### src/hw/rtl/lud_pkg.sv
package lud_pkg;

  localparam int unsigned ByteW = 8;
  localparam int unsigned CpW   = 21;
  localparam int unsigned LenW  = 3;
  localparam int unsigned CntW  = 3;
  localparam int unsigned MaxRun = 4;

  localparam logic [1:0] ContTag  = 2'h2;   // 10xxxxxx
  localparam logic [2:0] Lead2Tag = 3'h6;   // 110xxxxx
  localparam logic [3:0] Lead3Tag = 4'hE;   // 1110xxxx
  localparam logic [4:0] Lead4Tag = 5'h1E;  // 11110xxx

  localparam logic [LenW-1:0] LenRaw = 3'd1;

  typedef struct packed {
    logic [CpW-1:0]  cp;
    logic [LenW-1:0] len;
  } entry_t;

  typedef struct packed {
    logic [CntW-1:0]       cnt;
    entry_t [MaxRun-1:0]   ent;
    logic                  last_text;
  } run_t;

  // continuation bytes a lead byte asks for, 0 when it is not a lead
  function automatic logic [1:0] lead_need(input logic [ByteW-1:0] b);
    logic [1:0] n;
    n = 2'd0;
    if (b[7:5] == Lead2Tag)      n = 2'd1;
    else if (b[7:4] == Lead3Tag) n = 2'd2;
    else if (b[7:3] == Lead4Tag) n = 2'd3;
    return n;
  endfunction

  function automatic logic is_cont(input logic [ByteW-1:0] b);
    return b[7:6] == ContTag;
  endfunction

  function automatic entry_t raw_ent(input logic [ByteW-1:0] b);
    entry_t e;
    e.cp  = {{(CpW-ByteW){1'b0}}, b};
    e.len = LenRaw;
    return e;
  endfunction

endpackage

### src/hw/rtl/lud_if.sv
interface lud_in_if;
  logic       valid;
  logic       ready;
  logic [7:0] in_byte;
  logic       text_end;

  modport source (output valid, output in_byte, output text_end, input ready);
  modport sink (input valid, input in_byte, input text_end, output ready);
endinterface

interface lud_out_if;
  logic        valid;
  logic        ready;
  logic [20:0] code_point;
  logic [2:0]  seq_len;
  logic        last_of_text;
  logic        last_of_run;

  modport source (output valid, output code_point, output seq_len,
                  output last_of_text, output last_of_run, input ready);
  modport sink (input valid, input code_point, input seq_len,
                input last_of_text, input last_of_run, output ready);
endinterface

### src/hw/rtl/lud_dec.sv
module lud_dec (
  input  logic                       clk_i,
  input  logic                       rst_ni,
  input  logic                       take_i,
  input  logic [lud_pkg::ByteW-1:0]  byte_i,
  input  logic                       end_i,
  output lud_pkg::run_t              run_o
);

  logic [lud_pkg::ByteW-1:0] lead_q, lead_d;
  logic [lud_pkg::ByteW-1:0] cont_q [2];
  logic [lud_pkg::ByteW-1:0] cont_d [2];
  logic [1:0]                need_q, need_d;
  logic [1:0]                have_q, have_d;

  logic [1:0]               f_need;
  logic                     f_raw;
  lud_pkg::entry_t          fl [4];
  logic [lud_pkg::CntW-1:0] fl_n;
  lud_pkg::entry_t          dec_ent;

  always_comb begin
    f_need = lud_pkg::lead_need(byte_i);
    f_raw  = (f_need == 2'd0) || end_i;
    fl[0]  = lud_pkg::raw_ent(lead_q);
    fl[1]  = lud_pkg::raw_ent(cont_q[0]);
    fl[2]  = lud_pkg::raw_ent(cont_q[1]);
    fl[3]  = lud_pkg::raw_ent(byte_i);
    fl_n   = lud_pkg::CntW'(have_q) + 3'd1;

    case (need_q)
      2'd1: dec_ent.cp = {10'd0, lead_q[4:0], byte_i[5:0]};
      2'd2: dec_ent.cp = {5'd0, lead_q[3:0], cont_q[0][5:0], byte_i[5:0]};
      default: dec_ent.cp = {lead_q[2:0], cont_q[0][5:0], cont_q[1][5:0], byte_i[5:0]};
    endcase
    dec_ent.len = lud_pkg::LenW'(need_q) + 3'd1;
  end

  always_comb begin
    run_o.cnt       = '0;
    run_o.ent       = '0;
    run_o.last_text = end_i;
    lead_d = lead_q;
    cont_d = cont_q;
    need_d = need_q;
    have_d = have_q;

    if (need_q == 2'd0) begin
      if (f_raw) begin
        run_o.cnt    = 3'd1;
        run_o.ent[0] = lud_pkg::raw_ent(byte_i);
      end else begin
        lead_d = byte_i;
        need_d = f_need;
        have_d = 2'd0;
      end
    end else if (lud_pkg::is_cont(byte_i)) begin
      if (have_q + 2'd1 == need_q) begin
        run_o.cnt    = 3'd1;
        run_o.ent[0] = dec_ent;
        need_d = 2'd0;
        have_d = 2'd0;
        lead_d = '0;
      end else if (end_i) begin
        // early end: flush held bytes, then this byte raw
        for (int i = 0; i < lud_pkg::MaxRun; i++) begin
          run_o.ent[i] = (3'(i) < fl_n) ? fl[i] : fl[3];
        end
        run_o.cnt = fl_n + 3'd1;
        need_d = 2'd0;
        have_d = 2'd0;
        lead_d = '0;
      end else begin
        cont_d[have_q[0]] = byte_i;
        have_d = have_q + 2'd1;
      end
    end else begin
      // broken sequence: flush, then treat the byte as fresh
      for (int i = 0; i < lud_pkg::MaxRun; i++) begin
        run_o.ent[i] = (3'(i) < fl_n) ? fl[i] : fl[3];
      end
      run_o.cnt = f_raw ? fl_n + 3'd1 : fl_n;
      need_d = 2'd0;
      have_d = 2'd0;
      lead_d = '0;
      if (!f_raw) begin
        lead_d = byte_i;
        need_d = f_need;
      end
    end
  end

  always_ff @(posedge clk_i or negedge rst_ni) begin
    if (!rst_ni) begin
      lead_q <= '0;
      need_q <= '0;
      have_q <= '0;
    end else if (take_i) begin
      lead_q <= lead_d;
      need_q <= need_d;
      have_q <= have_d;
    end
  end

  always_ff @(posedge clk_i) begin
    if (take_i) begin
      cont_q <= cont_d;
    end
  end

endmodule

### src/hw/rtl/lud_emit.sv
module lud_emit (
  input  logic            clk_i,
  input  logic            rst_ni,
  input  logic            load_i,
  input  lud_pkg::run_t   run_i,
  output logic            free_o,
  lud_out_if.source       out_o
);

  lud_pkg::run_t run_q;
  logic [1:0]    idx_q;
  logic          valid_q;
  logic          last;
  logic          fire;

  assign last = (lud_pkg::CntW'(idx_q) + 3'd1) == run_q.cnt;
  assign fire = valid_q && out_o.ready;
  assign free_o = !valid_q || (fire && last);

  assign out_o.valid        = valid_q;
  assign out_o.code_point   = run_q.ent[idx_q].cp;
  assign out_o.seq_len      = run_q.ent[idx_q].len;
  assign out_o.last_of_run  = last;
  assign out_o.last_of_text = last && run_q.last_text;

  always_ff @(posedge clk_i or negedge rst_ni) begin
    if (!rst_ni) begin
      valid_q <= 1'b0;
      idx_q   <= '0;
    end else if (load_i) begin
      valid_q <= 1'b1;
      idx_q   <= '0;
    end else if (fire) begin
      if (last) begin
        valid_q <= 1'b0;
      end else begin
        idx_q <= idx_q + 2'd1;
      end
    end
  end

  always_ff @(posedge clk_i) begin
    if (load_i) begin
      run_q <= run_i;
    end
  end

endmodule

### src/hw/rtl/lenient_utf8_decoder.sv
// an accepted byte waits in the input register until the result buffer can take its run
// throughput: one byte per cycle while each byte gives at most one result and the port is ready
// a byte that flushes a broken sequence gives up to four results, one per cycle while
// the result port is ready, and holds the input back until the last of them is taken
// reset: asynchronous, active low; clears the open sequence and empties both stages
module lenient_utf8_decoder (
  input  logic      clk_i,
  input  logic      rst_ni,
  lud_in_if.sink    in_i,
  lud_out_if.source out_o
);

  // input register: one held request
  logic                      inq_valid_q;
  logic [lud_pkg::ByteW-1:0] inq_byte_q;
  logic                      inq_end_q;

  // decoder state advances only when the held byte's run can be handed on
  logic          take;
  logic          run_free;
  lud_pkg::run_t run;
  logic          load;

  assign take     = inq_valid_q && run_free;
  // bytes that only extend a sequence leave no run behind
  assign load     = take && (run.cnt != '0);
  assign in_i.ready = !inq_valid_q || take;

  always_ff @(posedge clk_i or negedge rst_ni) begin
    if (!rst_ni) begin
      inq_valid_q <= 1'b0;
    end else if (in_i.ready) begin
      inq_valid_q <= in_i.valid;
    end
  end

  always_ff @(posedge clk_i) begin
    if (in_i.valid && in_i.ready) begin
      inq_byte_q <= in_i.in_byte;
      inq_end_q  <= in_i.text_end;
    end
  end

  // sequence tracking and code point assembly
  lud_dec u_dec (
    .clk_i  (clk_i),
    .rst_ni (rst_ni),
    .take_i (take),
    .byte_i (inq_byte_q),
    .end_i  (inq_end_q),
    .run_o  (run)
  );

  // result buffer: plays out one run, one value per request
  lud_emit u_emit (
    .clk_i  (clk_i),
    .rst_ni (rst_ni),
    .load_i (load),
    .run_i  (run),
    .free_o (run_free),
    .out_o  (out_o)
  );

  // a run is never longer than four values
  a_run_len: assert property (@(posedge clk_i) disable iff (!rst_ni)
    take |-> run.cnt <= 3'd4)
    else $error("run longer than four values");

  // a byte carrying the text end always produces at least one value
  a_end_flush: assert property (@(posedge clk_i) disable iff (!rst_ni)
    take && inq_end_q |-> run.cnt != '0)
    else $error("text end produced no result");

  // a loaded run shows up on the result port next cycle
  a_load_out: assert property (@(posedge clk_i) disable iff (!rst_ni)
    load |=> out_o.valid)
    else $error("loaded run not presented");

  // the end of text only marks the last value of a run
  a_text_run: assert property (@(posedge clk_i) disable iff (!rst_ni)
    out_o.valid && out_o.last_of_text |-> out_o.last_of_run)
    else $error("last_of_text without last_of_run");

endmodule
### src/flat_wrapper.sv
// flat-port wrapper written by rule: the top's interface ports become plain ports
module lenient_utf8_decoder_flat 
  (clk_i, rst_ni, in_i_valid, in_i_in_byte, in_i_text_end, in_i_ready, out_o_valid, out_o_code_point, out_o_seq_len, out_o_last_of_text, out_o_last_of_run, out_o_ready);
  lud_in_if in_i_i ();
  lud_out_if out_o_i ();
  input  logic clk_i;
  input  logic rst_ni;
  input wire logic [$bits(in_i_i.valid)-1:0] in_i_valid;
  input wire logic [$bits(in_i_i.in_byte)-1:0] in_i_in_byte;
  input wire logic [$bits(in_i_i.text_end)-1:0] in_i_text_end;
  output wire logic [$bits(in_i_i.ready)-1:0] in_i_ready;
  output wire logic [$bits(out_o_i.valid)-1:0] out_o_valid;
  output wire logic [$bits(out_o_i.code_point)-1:0] out_o_code_point;
  output wire logic [$bits(out_o_i.seq_len)-1:0] out_o_seq_len;
  output wire logic [$bits(out_o_i.last_of_text)-1:0] out_o_last_of_text;
  output wire logic [$bits(out_o_i.last_of_run)-1:0] out_o_last_of_run;
  input wire logic [$bits(out_o_i.ready)-1:0] out_o_ready;
  assign in_i_i.valid = in_i_valid;
  assign in_i_i.in_byte = in_i_in_byte;
  assign in_i_i.text_end = in_i_text_end;
  assign in_i_ready = in_i_i.ready;
  assign out_o_valid = out_o_i.valid;
  assign out_o_code_point = out_o_i.code_point;
  assign out_o_seq_len = out_o_i.seq_len;
  assign out_o_last_of_text = out_o_i.last_of_text;
  assign out_o_last_of_run = out_o_i.last_of_run;
  assign out_o_i.ready = out_o_ready;
  lenient_utf8_decoder u_core (.clk_i(clk_i), .rst_ni(rst_ni), .in_i(in_i_i), .out_o(out_o_i));
endmodule
### config.mk
export PLATFORM = sky130hd
export DESIGN_NAME = lenient_utf8_decoder_flat
export DESIGN_NICKNAME = d
export VERILOG_FILES = /design/src/hw/rtl/lud_pkg.sv /design/src/hw/rtl/lud_if.sv /design/src/hw/rtl/lud_dec.sv /design/src/hw/rtl/lud_emit.sv /design/src/hw/rtl/lenient_utf8_decoder.sv /design/src/flat_wrapper.sv
export SDC_FILE = /design/constraint.sdc
export NUM_CORES = 1
export LEC_CHECK = 0
export CORE_UTILIZATION = 50
export DETAILED_ROUTE_END_ITERATION = 10
export DONT_BUFFER_PORTS = 1
export GPL_TIMING_DRIVEN = 0
export PLACE_DENSITY_LB_ADDON = 0.3
export SLEW_MARGIN = 30
export SYNTH_ARGS = -nofsm -noshare
export SYNTH_HDL_FRONTEND = slang
export SYNTH_SLANG_ARGS = --single-unit
export TNS_END_PERCENT = 100
### constraint.sdc
create_clock -name clk_i -period 7.15 [get_ports clk_i]
set_input_delay 1.43 -clock clk_i [delete_from_list [all_inputs] [get_ports clk_i]]
set_output_delay 1.43 -clock clk_i [all_outputs]
set_load 0.05 [all_outputs]
==> metrics.txt <==
core box area=roughly 8700 µm²; number of fillers in the final layout=approximately 720; Synth cell types=57; Area after DPL=4650 µm²; Avg Cell Area, Syn=about 13 µm²; XOR/XNOR Fraction of Synth Area=between 1 and 1.5%; Post-synth EDFFs=78; Slew Limit Fails=0; CP Max Fanout=10; placed cells=around 450; largest family of logic cells by synthesized area=simple AND/OR/NAND/NOR gates; post-synthesis async set-or-reset flop share=between 15 and 20%; All-Layer GR Usage=around a fifth; largest net degree at the start of global routing=24; synth warn=0; Die Area=9260 µm²; worst-margin pin slew=about 0.84 ns; outcome=complete, no violations; met2 wire length=4170 µm; detailed route wirelength on metal3=471 µm; cts repair resizes=0; hold slack final=approximately 0.45 ns; Compound-Gate Fraction of Synth Area=12.0%; TritonCTS Buffers=9; syn_nets=around 360; first-pass GRT wire length=13800 µm; Yosys reg bits=between 90 and 100; Final nets=approximately 370; vias in the first global route=2558; area of the multi-input gates=around 1600 µm²; GP Congestion=0.902; CTS tree=done; Clock Skews=0.00819 ns; simple-gate portion of the synthesized area=about an eighth; area of the mapped netlist=~4400 µm²; clk slew on worst S/H paths=about 0.090 ns; share of cells above drive strength 1=approximately an eighth; via count=about 2700; Area Growth Syn to Fin=9.39%; Crit Path Class=reg -> out; slew margin rel.=between 40% and 50%; worst path required time=between 5 and 6 ns; Clock Sinks=between 90 and 100; WL per Instance=between 15 and 20 µm; Synth Flop Type=edfxtp_1; crit path time final=around 3.8 ns; GR Overflow Total=0; worst skew pair latency=0.36 ns; Die X-Extent=96.2 µm; Fin Setup TNS=0 ns; final hold violation count=0; endpoints failing setup=0; Seq/Total Area, Yosys=approximately 60%; fmax=0.261 GHz; Longest Clk Path Bufs=2; Starting Density=between 50% and 60%; WL final=approximately 9000 µm; die extent in y=96.2 µm; max layer used=met4; Pre-antenna DRT Iters=4; DRC Markers=0; Syn Inst Count=approximately 330; Worst Setup End Kind=output port; WL met1=just over 4000 µm; P per Cell Area=around 480 nW/µm²; adder-cell share of the synthesized area=approximately 2.5%; via/cell ratio=about 5.9; PortBufs=0; fin crit share=a little over half; initial DRC count=slightly above 200; H-tree depth=3; antenna viol nets, final=0; CP arrival=about 2.4 ns; Clock Tree Root=clkbuf_8; Max-cap violations=0; Rows=34; P_leak=between 1.5 and 2 nW; Non-Filler Instances=around 460; # Post-CTS Setup Buffers=0; Design Area, Final=between 4000 and 5000 µm²; diode count=0; initial antenna violation count=0; RSZ-0062 raised after global routing=no; I/O Pins=41; Worst Setup Start Kind=flip-flop; Hold WC Path Type=reg -> reg; hpwl dp=roughly 6500 µm; total power=approximately 2.3 mW; Register Area=about 2700 µm²; mux cell area share after synthesis=under 10%; hold buffers post-CTS=0; Max VDD drop=0.180 mV
## state kept, by name (all words and copies together) (netlist names)
register and flops:
u_core.inq_valid_q 1, u_core.u_dec.cont_q 16, u_core.u_dec.lead_q 8, u_core.u_dec.need_q 2, u_core.inq_end_q 1, u_core.u_emit.out_o.valid 1, u_core.u_emit.idx_q 2, u_core.u_emit.run_q 53
u_core.inq_byte_q 8, u_core.u_dec.have_q 2
## metal layers
metal / track usage [%] / up-vias
met5: 0 / -
met4: 6.47 / 0
met3: 3.87 / 11
met2: 31.3 / 91
met1: 30.2 / 1318
li1: - / 1286
## synth_stat cells, types with 2 or more instances
cell	number	area, µm²
a211oi_1	5	37.5
ha_1	9	113
o311ai_0	2	17.5
nor3_1	2	10.0
o21ai_0	11	55.1
and3_1	3	18.8
a22oi_1	5	37.5
a22o_1	13	114
buf_1	2	7.51
a21oi_2	2	17.5
a221o_1	4	40.0
nor2_1	24	90.1
mux4_2	8	180
clkbuf_1	7	26.3
xnor2_1	4	35.0
nand2b_1	10	62.6
buf_6	2	22.5
nor2b_1	3	18.8
nor2_2	2	12.5
inv_1	10	37.5
o22ai_1	2	12.5
a21oi_1	14	70.1
buf_2	5	25.0
xor2_1	3	26.3
edfxtp_1	78	2340
and2_1	29	181
dfrtp_1	16	400
nand3_1	5	25.0
nand2_1	17	63.8
mux2i_1	10	100
## power breakdown
group	leakage [nW]	switching, mW	internal, mW
logic	0.740	0.756	0.331
clock network	0.104	0.177	0.181
registers	0.919	0.0820	0.793
total	1.76	1.02	1.31
## cell families after synthesis
logic type	Yosys count
buffers and inverters	28
adder cells (fa/ha/maj)	9
XOR/XNOR	7
multiplexers	19
AND/OR/NAND/NOR	105
flip-flops	94
AO/OA/AOI/OAI	72
## final timing paths
| path | start | to | slack [ns] | cells after the start |
|---|---|---|---|---|
| max reg2reg | u_core.u_dec.have_q[0]$_DFFE_PN0P_ | u_core.u_emit.run_q[17]$_SDFFCE_PP0P_ | 3.75 | 9 |
| max in group asynchronous | rst_ni | u_core.u_dec.lead_q[4]$_DFFE_PN0P_ | 6.32 | 0 |
| max | u_core.u_emit.idx_q[1]$_DFFE_PN0P_ | out_o_code_point[11] | 3.31 | 4 |
| min reg2reg | u_core.inq_end_q$_DFFE_PP_ | u_core.u_emit.run_q[0]$_DFFE_PP_ | 0.45 | 0 |
| min | u_core.inq_end_q$_DFFE_PP_ | u_core.u_emit.run_q[0]$_DFFE_PP_ | 0.45 | 0 |
| min in group asynchronous | rst_ni | u_core.u_emit.idx_q[1]$_DFFE_PN0P_ | 0.76 | 0 |
## stage by stage
step	utilization (%)	setup WS, ns
2_1_floorplan	-	2.91
6_report	56.0	3.31
3_5_place_dp	53.6	3.63
3_3_place_gp	52.7	2.47
5_1_grt	56.0	3.09
4_1_cts	56.0	3.21
## area by class of cell
class | count | area share [%]
Buffer | 17 | 1.83
Clock buffer | 13 | 3.27
Clock inverter | 3 | 0.902
Inverter | 11 | 0.850
Multi-Input combinational cell | 212 | 32.5
Sequential cell | 94 | 56.5
Tap cell | 108 | 2.78
Timing Repair Buffer | 4 | 1.37
## worst max-delay path: stages (launching register included)
cell and delay [ns]:
dfrtp_1 0.39, clkbuf_1 0.28, nor2_1 0.57, clkbuf_1 0.31, and2_1 0.50
## layout by cell type (no fill, tap or decap), types with 3 or more instances in the layout
cell | Yosys | routed
ha_1 | 9 | 9
inv_1 | 10 | 10
buf_2 | 5 | 5
buf_1 | 2 | 3
o21ai_0 | 11 | 11
mux2i_1 | 10 | 10
a221o_1 | 4 | 4
clkbuf_1 | 7 | 9
xnor2_1 | 4 | 4
xor2_1 | 3 | 3
nand2b_1 | 10 | 10
mux4_2 | 8 | 8
and3_1 | 3 | 3
nor2_1 | 24 | 24
nor2b_1 | 3 | 3
a22o_1 | 13 | 13
clkbuf_8 | 0 | 11
a211oi_1 | 5 | 5
a22oi_1 | 5 | 5
nand3_1 | 5 | 5
edfxtp_1 | 78 | 78
nand2_1 | 17 | 17
a21oi_1 | 14 | 14
dfrtp_1 | 16 | 16
and2_1 | 29 | 29
No activity file was read; power rests on OpenSTA's default activity.
